File: src/design/tst_pkg.sv
// Shared types and constants for the timeout slot table.
// Used by tst_cell, tst_drain and timeout_slot_table_core; no dependencies.
package tst_pkg;

    // Operation codes carried in the op field.
    localparam logic [2:0] OP_REGISTER = 3'd0;
    localparam logic [2:0] OP_REMOVE   = 3'd1;
    localparam logic [2:0] OP_RELOAD   = 3'd2;
    localparam logic [2:0] OP_TICK     = 3'd3;
    localparam logic [2:0] OP_COLLECT  = 3'd4;

    // Status codes carried in the status field.
    localparam logic [1:0] ST_OK        = 2'd0;
    localparam logic [1:0] ST_FULL      = 2'd1;
    localparam logic [1:0] ST_NOT_FOUND = 2'd2;
    localparam logic [1:0] ST_NONE      = 2'd3;

    // A collect reports at most this many slots.
    localparam int          MAX_RESULTS = 16;
    localparam int          HIT_W       = 5;
    localparam logic [HIT_W-1:0] HIT_LIMIT = HIT_W'(MAX_RESULTS);

    typedef struct packed {
        logic [2:0]  op;
        logic [7:0]  handler_id;
        logic [15:0] preset;
    } in_item_t;

    typedef struct packed {
        logic [1:0] status;
        logic [7:0] expired_id;
        logic [3:0] slot_index;
        logic       last;
    } out_item_t;

    // Operation token that walks the row of cells.
    typedef struct packed {
        logic             valid;
        logic [2:0]       op;
        logic [7:0]       handler_id;
        logic [15:0]      preset;
        logic             found;
        logic [3:0]       slot_index;
        logic [HIT_W-1:0] hits;
    } tok_t;

    // A slot reported by a collect.
    typedef struct packed {
        logic       valid;
        logic [7:0] expired_id;
        logic [3:0] slot_index;
    } hit_t;

endpackage

File: src/design/tst_cell.sv
// One slot of the timeout table together with the token register at its place in the row.
// Depends on tst_pkg.
module tst_cell #(
    parameter int SLOT_NUM = 0
) (
    input  logic          aclk,
    input  logic          aresetn,
    input  logic          load,
    input  logic          advance,
    input  tst_pkg::tok_t tok_in,
    output tst_pkg::tok_t tok_out,
    output tst_pkg::hit_t hit,
    output logic          tok_valid
);

    logic          used_reg, used_next;
    logic          expired_reg, expired_next;
    logic [7:0]    id_reg, id_next;
    logic [15:0]   remaining_reg, remaining_next;
    tst_pkg::tok_t tok_reg, tok_next;
    logic          act;
    logic          match;

    assign act       = tok_reg.valid && advance;
    assign match     = used_reg && (id_reg == tok_reg.handler_id) && !tok_reg.found;
    assign tok_valid = tok_reg.valid;
    assign tok_next  = load ? tok_in : tok_reg;

    always_comb begin
        used_next      = used_reg;
        expired_next   = expired_reg;
        id_next        = id_reg;
        remaining_next = remaining_reg;
        tok_out        = tok_reg;
        hit            = '0;
        if (act) begin
            case (tok_reg.op)
                tst_pkg::OP_REGISTER: begin
                    if (!tok_reg.found && !used_reg) begin
                        used_next          = 1'b1;
                        id_next            = tok_reg.handler_id;
                        remaining_next     = tok_reg.preset;
                        expired_next       = 1'b0;
                        tok_out.found      = 1'b1;
                        tok_out.slot_index = 4'(SLOT_NUM);
                    end
                end
                tst_pkg::OP_REMOVE: begin
                    if (match) begin
                        used_next          = 1'b0;
                        tok_out.found      = 1'b1;
                        tok_out.slot_index = 4'(SLOT_NUM);
                    end
                end
                tst_pkg::OP_RELOAD: begin
                    if (match) begin
                        remaining_next     = tok_reg.preset;
                        expired_next       = 1'b0;
                        tok_out.found      = 1'b1;
                        tok_out.slot_index = 4'(SLOT_NUM);
                    end
                end
                tst_pkg::OP_TICK: begin
                    if (used_reg) begin
                        if (remaining_reg != 16'd0) begin
                            remaining_next = remaining_reg - 16'd1;
                            expired_next   = 1'b0;
                        end else begin
                            expired_next = 1'b1;
                        end
                    end
                end
                tst_pkg::OP_COLLECT: begin
                    if (used_reg && expired_reg && (tok_reg.hits < tst_pkg::HIT_LIMIT)) begin
                        hit.valid      = 1'b1;
                        hit.expired_id = id_reg;
                        hit.slot_index = 4'(SLOT_NUM);
                        tok_out.hits   = tok_reg.hits + 1'b1;
                    end
                end
                default: begin
                end
            endcase
        end
    end

    always_ff @(posedge aclk) begin
        if (!aresetn) begin
            used_reg      <= 1'b0;
            expired_reg   <= 1'b0;
            tok_reg.valid <= 1'b0;
        end else begin
            used_reg      <= used_next;
            expired_reg   <= expired_next;
            tok_reg.valid <= tok_next.valid;
        end
        id_reg             <= id_next;
        remaining_reg      <= remaining_next;
        tok_reg.op         <= tok_next.op;
        tok_reg.handler_id <= tok_next.handler_id;
        tok_reg.preset     <= tok_next.preset;
        tok_reg.found      <= tok_next.found;
        tok_reg.slot_index <= tok_next.slot_index;
        tok_reg.hits       <= tok_next.hits;
    end

endmodule

File: src/design/tst_drain.sv
// End of the cell row: holds the last collect hit, forms the closing result and
// drives the output register. Depends on tst_pkg.
module tst_drain (
    input  logic               aclk,
    input  logic               aresetn,
    input  tst_pkg::tok_t      fin_in,
    input  tst_pkg::hit_t      hit_in,
    input  logic               m_ready,
    output logic               m_valid,
    output tst_pkg::out_item_t m_item,
    output logic               advance,
    output logic               done,
    output logic               fin_valid
);

    tst_pkg::tok_t      fin_reg;
    tst_pkg::hit_t      pend_reg, pend_next;
    logic               m_valid_reg, m_valid_next;
    tst_pkg::out_item_t out_reg, out_next;
    logic               out_write;

    // The whole row moves only when the output register can take a transaction.
    assign advance   = !m_valid_reg || m_ready;
    assign done      = fin_reg.valid && advance;
    assign fin_valid = fin_reg.valid;
    assign m_valid   = m_valid_reg;
    assign m_item    = out_reg;

    always_comb begin
        pend_next = pend_reg;
        out_next  = out_reg;
        out_write = 1'b0;
        if (advance && hit_in.valid) begin
            // A new hit pushes the previous one out; it was not the final one.
            if (pend_reg.valid) begin
                out_write           = 1'b1;
                out_next.status     = tst_pkg::ST_OK;
                out_next.expired_id = pend_reg.expired_id;
                out_next.slot_index = pend_reg.slot_index;
                out_next.last       = 1'b0;
            end
            pend_next = hit_in;
        end
        if (done) begin
            out_write           = 1'b1;
            out_next.status     = tst_pkg::ST_OK;
            out_next.expired_id = 8'd0;
            out_next.slot_index = 4'd0;
            out_next.last       = 1'b1;
            case (fin_reg.op) inside
                tst_pkg::OP_REGISTER: begin
                    if (fin_reg.found) begin
                        out_next.slot_index = fin_reg.slot_index;
                    end else begin
                        out_next.status = tst_pkg::ST_FULL;
                    end
                end
                tst_pkg::OP_REMOVE, tst_pkg::OP_RELOAD: begin
                    if (fin_reg.found) begin
                        out_next.slot_index = fin_reg.slot_index;
                    end else begin
                        out_next.status = tst_pkg::ST_NOT_FOUND;
                    end
                end
                tst_pkg::OP_COLLECT: begin
                    if (pend_reg.valid) begin
                        out_next.expired_id = pend_reg.expired_id;
                        out_next.slot_index = pend_reg.slot_index;
                    end else begin
                        out_next.status = tst_pkg::ST_NONE;
                    end
                    pend_next.valid = 1'b0;
                end
                default: begin
                end
            endcase
        end
        if (out_write) begin
            m_valid_next = 1'b1;
        end else if (m_ready) begin
            m_valid_next = 1'b0;
        end else begin
            m_valid_next = m_valid_reg;
        end
    end

    always_ff @(posedge aclk) begin
        if (!aresetn) begin
            fin_reg.valid  <= 1'b0;
            pend_reg.valid <= 1'b0;
            m_valid_reg    <= 1'b0;
        end else begin
            if (advance) begin
                fin_reg.valid <= fin_in.valid;
            end
            pend_reg.valid <= pend_next.valid;
            m_valid_reg    <= m_valid_next;
        end
        if (advance) begin
            fin_reg.op         <= fin_in.op;
            fin_reg.handler_id <= fin_in.handler_id;
            fin_reg.preset     <= fin_in.preset;
            fin_reg.found      <= fin_in.found;
            fin_reg.slot_index <= fin_in.slot_index;
            fin_reg.hits       <= fin_in.hits;
        end
        pend_reg.expired_id <= pend_next.expired_id;
        pend_reg.slot_index <= pend_next.slot_index;
        out_reg             <= out_next;
    end

`ifndef ASSERT_OFF
    // A held hit exists only while its collect is still in the row.
    a_pend_in_collect: assert property (@(posedge aclk) disable iff (!aresetn)
        pend_reg.valid && fin_reg.valid |-> fin_reg.op == tst_pkg::OP_COLLECT)
        else $error("held hit outside a collect");
    // The closing result of an operation always carries last.
    a_done_last: assert property (@(posedge aclk) disable iff (!aresetn)
        done |=> m_valid_reg && out_reg.last)
        else $error("closing result without last");
    // After a collect closes, no hit is held.
    a_pend_flushed: assert property (@(posedge aclk) disable iff (!aresetn)
        done |=> !pend_reg.valid)
        else $error("hit left behind after operation end");
`endif

endmodule

File: src/design/timeout_slot_table_core.sv
// Top level of the timeout slot table: a row of slot cells walked by an operation token.
// Depends on tst_pkg, tst_cell and tst_drain.
//
//   Channel | Ports                       | Payload
//   input   | s_valid, s_ready, s_item    | tst_pkg::in_item_t (op, handler_id, preset)
//   result  | m_valid, m_ready, m_item    | tst_pkg::out_item_t (status, expired_id,
//           |                             |   slot_index, last)
//
// The closing result of an operation appears on m_valid once its token has visited every
// cell in turn, one cell per cycle while the row is not frozen, and then passed the closing
// stage. The next transaction can be accepted in the cycle that result appears on m_valid.
// A collect's earlier results hold up its token only where the result side stalls.
// The whole row freezes while the output register holds a transaction that is not taken.
// Reset (aresetn, synchronous, active low) frees every slot.
// Ops 5 to 7 are accepted and dropped without a result.
module timeout_slot_table_core #(
    parameter int SLOTS = 16
) (
    input  logic               aclk,
    input  logic               aresetn,
    input  logic               s_valid,
    output logic               s_ready,
    input  tst_pkg::in_item_t  s_item,
    output logic               m_valid,
    input  logic               m_ready,
    output tst_pkg::out_item_t m_item
);

    tst_pkg::tok_t tok_chain [SLOTS+1];
    tst_pkg::hit_t hit_cell  [SLOTS];
    tst_pkg::hit_t hit_acc   [SLOTS+1];
    logic [SLOTS-1:0] tok_valids;
    logic          advance;
    logic          done;
    logic          fin_valid;
    logic          busy_reg, busy_next;
    logic          op_defined;
    logic          accept;

    // Only one operation is in the row at a time.
    assign s_ready    = !busy_reg;
    assign op_defined = (s_item.op == tst_pkg::OP_REGISTER) ||
                        (s_item.op == tst_pkg::OP_REMOVE)   ||
                        (s_item.op == tst_pkg::OP_RELOAD)   ||
                        (s_item.op == tst_pkg::OP_TICK)     ||
                        (s_item.op == tst_pkg::OP_COLLECT);
    assign accept     = s_valid && s_ready && op_defined;

    // The entry token starts with nothing found and no slots reported.
    always_comb begin
        tok_chain[0].valid      = accept;
        tok_chain[0].op         = s_item.op;
        tok_chain[0].handler_id = s_item.handler_id;
        tok_chain[0].preset     = s_item.preset;
        tok_chain[0].found      = 1'b0;
        tok_chain[0].slot_index = 4'd0;
        tok_chain[0].hits       = '0;
    end

    assign hit_acc[0] = '0;

    for (genvar i = 0; i < SLOTS; i++) begin : g_cell
        logic cell_load;
        // The first cell may also take a new token while the row is frozen; it is empty then.
        if (i == 0) begin : g_head
            assign cell_load = advance || accept;
        end else begin : g_body
            assign cell_load = advance;
        end

        tst_cell #(
            .SLOT_NUM (i)
        ) u_cell (
            .aclk      (aclk),
            .aresetn   (aresetn),
            .load      (cell_load),
            .advance   (advance),
            .tok_in    (tok_chain[i]),
            .tok_out   (tok_chain[i+1]),
            .hit       (hit_cell[i]),
            .tok_valid (tok_valids[i])
        );

        // At most one cell holds the token, so the hits merge by OR.
        assign hit_acc[i+1] = tst_pkg::hit_t'(hit_acc[i] | hit_cell[i]);
    end

    tst_drain u_drain (
        .aclk      (aclk),
        .aresetn   (aresetn),
        .fin_in    (tok_chain[SLOTS]),
        .hit_in    (hit_acc[SLOTS]),
        .m_ready   (m_ready),
        .m_valid   (m_valid),
        .m_item    (m_item),
        .advance   (advance),
        .done      (done),
        .fin_valid (fin_valid)
    );

    always_comb begin
        if (accept) begin
            busy_next = 1'b1;
        end else if (done) begin
            busy_next = 1'b0;
        end else begin
            busy_next = busy_reg;
        end
    end

    always_ff @(posedge aclk) begin
        if (!aresetn) begin
            busy_reg <= 1'b0;
        end else begin
            busy_reg <= busy_next;
        end
    end

`ifndef ASSERT_OFF
    // The token sits in at most one place along the row.
    a_one_token: assert property (@(posedge aclk) disable iff (!aresetn)
        $onehot0({tok_valids, fin_valid}))
        else $error("more than one operation token in the row");
    // When idle, no token is left anywhere.
    a_idle_empty: assert property (@(posedge aclk) disable iff (!aresetn)
        !busy_reg |-> (tok_valids == '0) && !fin_valid)
        else $error("token present while idle");
    // An accepted operation is in the first cell on the next edge.
    a_enter: assert property (@(posedge aclk) disable iff (!aresetn)
        accept |=> busy_reg && tok_valids[0])
        else $error("accepted operation did not enter the row");
`endif

endmodule

File: config.mk
export PLATFORM = sky130hd
export DESIGN_NAME = timeout_slot_table_core
export DESIGN_NICKNAME = d
export VERILOG_FILES = /design/src/design/tst_pkg.sv /design/src/design/tst_cell.sv /design/src/design/tst_drain.sv /design/src/design/timeout_slot_table_core.sv
export SDC_FILE = /design/constraint.sdc
export NUM_CORES = 2
export LEC_CHECK = 0
export BUFFER_PORTS_ARGS = -buffer_cell sky130_fd_sc_hd__buf_2
export CAP_MARGIN = 5
export CORE_ASPECT_RATIO = 0.9
export CORE_MARGIN = 2
export CORE_UTILIZATION = 45
export CTS_CLUSTER_DIAMETER = 200
export DETAILED_ROUTE_END_ITERATION = 6
export PLACE_DENSITY = 0.7
export RECOVER_POWER = 25
export SKIP_LAST_GASP = 1
export SLEW_MARGIN = 30
export SYNTH_ARGS = -nofsm -noshare
export SYNTH_HDL_FRONTEND = slang
export SYNTH_SLANG_ARGS = --single-unit
File: constraint.sdc
create_clock -name aclk -period 14 [get_ports aclk]
set_clock_uncertainty 0.1 [all_clocks]
set_input_delay 1.4 -clock aclk [delete_from_list [all_inputs] [get_ports aclk]]
set_output_delay 1.4 -clock aclk [all_outputs]
set_load 0.02 [all_outputs]
# Word-level counts from Yosys, hierarchy flattened
# Index checks and enable logic that the tools add are counted.
# classes
n_addsub	31
magnitude_cmp	15
n_eq_ne	167
mux	363
bitwise	15
reduce_logical	290
# op_table
op	count
$mux 16	64
$pmux 16 s3	16
$mux 13	49
$mux 5	62
$reduce_bool 16->1	16
$sub 16x1->16 const B	16
$or 13x13->13	15
$ne 2x1->1 const B	80
$pmux 5 s2	16
$mux 10	15
$eq 8x8->1	16
$eq 3x2->1 const B	35
$logic_and 1x1->1	97
$reduce_and 6->1	16
$mux 1	93
$reduce_and 5->1	16
$add 5x1->5 const B	15
$lt 5x5->1 const B	15
$reduce_and 4->1	16
$eq 3x1->1 const B	18
$eq 3x3->1 const B	18
$logic_not 3->1	18
$pmux 1 s3	16
$reduce_and 3->1	16
12 further kinds	127
# totals
ff_bits	1053
input_bits	31
output_inout_bits	17
word_cells	1067

# Longest topological paths before layout
# logic_depth
ltp_word	26
depth_mapped	11
mapped_depth_nobuf	8

# Hierarchy
# Synthesis repeated with hierarchy kept, for this count alone.
# unflattened
cells_unflattened	4005
area_unflattened_um2	50701.1
# by_module_without_submodules
module	instances	cells_per_inst	area_per_inst_um2	seq_area_each_um2
tst_cell (g_cell[11].u_cell ...)	3	239	3035.4	1891.8
tst_cell (g_cell[2].u_cell ...)	2	242	3059.2	1891.8
tst_cell (g_cell[0].u_cell)	1	240	3084.2	1891.8
tst_cell (g_cell[1].u_cell)	1	245	3064.2	1891.8
tst_cell (g_cell[9].u_cell)	1	238	3050.4	1891.8
tst_cell (g_cell[12].u_cell)	1	238	3046.7	1891.8
tst_cell (g_cell[10].u_cell)	1	238	3045.4	1891.8
tst_cell (g_cell[3].u_cell)	1	239	3044.2	1891.8
tst_cell (g_cell[7].u_cell)	1	242	3041.7	1891.8
tst_cell (g_cell[5].u_cell)	1	236	3035.4	1891.8
tst_cell (g_cell[6].u_cell)	1	237	3030.4	1891.8
tst_cell (g_cell[15].u_cell)	1	240	3024.2	1891.8
tst_cell (g_cell[8].u_cell)	1	239	3020.4	1891.8
tst_drain	1	97	1498.9	1101.1
timeout_slot_table_core	1	75	490.5	20.0

# Worst setup path before layout
# No wires, ideal clock.
# synth_path
kind	input to register
from	input m_ready
to	register u_drain.out_reg, in the netlist u_drain.m_item[1] (data pin)
setup_ns	0.135
arrival_ns	10.587
required_time_ns	13.765
setup_slack_ns	3.178
path_stages	11
n_path_buf	4
cell_sequence	nor2b_1 buf_2 inv_2 buf_2 buf_2 buf_2 nand2_1 a211oi_1 nand2_1 o21ai_0 a41o_1
# synth_lines
item	line_no	source
start, declared	timeout_slot_table_core.sv:25	input logic m_ready,
end signal, assigned	tst_drain.sv:109	out_reg <= out_next;
end, declared	tst_drain.sv:19	tst_pkg::out_item_t out_reg, out_next;

# Final worst setup path
# layout_path
from	input m_ready
to	register u_drain.out_reg, in the netlist u_drain.m_item[7], enable pin
# layout_between
elab_chain_len	21
word_cells_on_any_way	53
cone_classes	mux (16); bitwise (15); reduce/logical (22)
# layout_rtl
item	line_no	source
$logic_or 1x1->1 *	tst_drain.sv:23	assign advance = !m_valid_reg || m_ready;
$logic_and 1x1->1	tst_cell.sv:24	assign act = tok_reg.valid && advance;
$mux 13	tst_cell.sv:36	if (act) begin
$or 13x13->13 (15 in series)	timeout_slot_table_core.sv:85	assign hit_acc[i+1] = tst_pkg::hit_t'(hit_acc[i] | hit_cell[i]);
$logic_and 1x1->1	tst_drain.sv:33	if (advance && hit_in.valid) begin
$reduce_bool 2->1 (no line)	-	
$reduce_and 2->1 (no line) *	-	
# Mark *: on every way between the ends. The rest lies on a longest branch, timed or not.
# A chain may end at the register's enable or synchronous reset.

==> metrics.md <==
| Metric | Value |
|---|---|
| Synth cell types | 71 |
| Final hold vios | 0 |
| Post-layout util | 50.6% |
| Ys async rst share | 0% |
| Cell Area, Synth | 43,400 um2 |
| Syn Inst Count | 3,188 |
| Clock H-tree levels | 3 |
| Final TNS setup | 0 ns |
| Core Rows | 108 |
| Total CTS buffers | 95 |
| DRC viols | 0 |
| GRT busiest layer | met2 |
| EDFF count, synth | 971 |
| PD cells | 129 nW/um2 |
| Max FFs per register | 432 |
| Placed Instances | 4,441 |
| Vias in the first global route | 24,200 |
| Syn_area_per_cell | 13.6 um2 |
| Resize count post-CTS | 0 |
| Top-area cell type share of the netlist area | 67.2% |
| Grt met1 use | 23.2% |
| Initial DRT Pass Iterations | 6 |
| Count leader, synth | edfxtp_1 |
| Syn_nets | 3,247 |
| Final slew viol count | 0 |
| Layout cells sized above 1 | 9.33% |
| Die H | 299 um |
| Placed inst area | 45,200 um2 |
| Met2 GRT Util | 27.4% |
| DP Wirelength | 59,100 um |
| DRT Wirelength | 84,800 um |
| DR vias | 25,200 |
| Vias per inst | 5.45 |
| Fmax | 0.188 GHz |
| Die area | 98,900 um2 |
| Arr. time, crit path | 5.50 ns |
| Max_cap viols | 0 |
| Gr usage total | 17.0% |
| WL/cell | 18.4 um |
| Antenna violations before repair | 1 |
| ANT nets after route | 0 |
| Setup ws final | 8.69 ns |
| Seq/Total Area, Yosys | 69.7% |
| CTS tree | built |
| DR iter-0 viols | 2,365 |
| Top post-synthesis cells by area | edfxtp_1, xnor2_1, nand2_1 |
| Synthesis-to-finish area growth | 11.9% |
| I/O Buffers | 47 |
| Clock Pin Slew Worst Setup and Hold Paths | 0.06 ns |
| Max FO, Critical Path | 98 |
| CTS Buffer Depth | 3 |
| Tcrit/Tclk final | 37.9% |
| Req. time, crit path | 14.19 ns |
| Leading area contributor after synthesis | edfxtp_1 |
| Final global-route overflow total | 0 |
| Core Region | 95,900 um2 |
| Unrepaired setup endpoints after global routing | no |
| Number of synthesized register bits | 1,024 |
| Dominant synthesized flop cell | edfxtp_1 |
| Initial core utilization | 45.2% |
| Pleak | 0.0170 uW |
| Nets | 3,335 |
| Startpoint types | input pin |
| Slew @ Worst Pin | 0.958 ns |
| Met3 track demand over resource | 3.32% |
| Worst vdd ir | 0.000108 V |
| Gpl congestion | 0.936 |
| Post-route cell area | 48,500 um2 |
| Non-Filler Instances | 4,621 |
| Largest net degree at the start of global routing | 145 |
| Worst hold path class | flip-flop to flip-flop |
| Clk_lat worst skew | 0.67 ns |
| Status | completed |
| Slew headroom | 36.1% |
| Die X | 331 um |
| Pre-CTS setup slack | 7.91 ns |
| CTS Sinks | 1,024 |
| Commonest cells in the netlist | edfxtp_1, nand2_1, o21ai_0, xnor2_1, nor2_1 |
| # hold bufs at CTS | 0 |
| Yosys warns | 0 |
| CTS root buffer | clkbuf_16 |
| Top-level I/O count | 48 |
| Global-route wire length before repair | 134,000 um |
| Antenna cells | 0 |
| Min Tclk post-route | 5.31 ns |
| Worst setup path category | input pin to flip-flop |
| CP Capture Type | flip-flop |
| Setup Fix Bufs, Post-CTS | 0 |
| # setup viols final | 0 |
[layout by cell type, fill, tap and decap left out, drive strengths merged, types with 28 or more instances in the layout]
cell	instances
inv	53
edfxtp	971
clkinv	34
nand3	45
or3	63
and2	35
buf	97
xnor2	241
nand3b	29
nand2b	31
dfxtp	53
nor2	148
nand4	40
nand2	390
clkbuf	126
xor2	139
o21ai	283
ha	28
nor2b	28
nor4	57
nor3	116
[where the power goes]
| group | total (uW) | internal (uW) | switching, uW |
|---|---|---|---|
| clock network | 2650 | 1520 | 1120 |
| registers | 3490 | 3420 | 66.7 |
| logic | 107 | 47.7 | 59.5 |
[path summary, 6_finish.rpt]
path | start | endpoint | slack [ns] | depth (start not counted)
worst max-delay path | m_ready | u_drain.m_item[7] | 8.69 | 11
worst min-delay path | g_cell[4].u_cell.tok_out[23] | g_cell[5].u_cell.tok_out[23] | 0.34 | 0
worst max register to register | u_drain.m_valid | u_drain.m_item[7] | 9.13 | 10
worst min register to register | g_cell[4].u_cell.tok_out[23] | g_cell[5].u_cell.tok_out[23] | 0.34 | 0
[metrics by stage]
step           hold WS [ns]  total power (uW)
3_3_place_gp          0.332              3650
4_1_cts               0.341              6290
2_1_floorplan         0.324              3600
5_1_grt               0.353              6430
3_5_place_dp          0.333              3660
6_report              0.344              6240
[layer usage]
metal	up-vias	wire [um]
met5	-	0
met4	0	2300
met3	167	5300
met2	722	40300
met1	12200	36900
li1	12100	-
[area by class of cell]
type	count	area [um2]
Fill cell	7921	47400
Sequential cell	1024	30200
Multi-Input combinational cell	2009	12600
Clock buffer	126	2650
Tap cell	1265	1580
Timing Repair Buffer	97	679
Clock inverter	51	579
Inverter	49	191
[cell families after synthesis]
logic type               Yosys count  share of synthesized area [%]
AO/OA/AOI/OAI                    494                           7.10
XOR/XNOR                         380                           7.67
adder cells (fa/ha/maj)           28                          0.808
buffers and inverters            155                           1.36
flip-flops                      1024                           69.7
multiplexers                      31                          0.750
AND/OR/NAND/NOR                 1076                           12.6
[critical path, stage by stage]
cell and delay (ns):
buf_2 0.10, nor2b_4 0.13, inv_8 0.50, buf_4 0.73, buf_4 0.78, and4_1 0.32, buf_4 0.23, nor2_1 0.07
and3_1 0.22, nand3_2 0.35, a21o_1 0.53
Power figures use the tool's default switching activity.
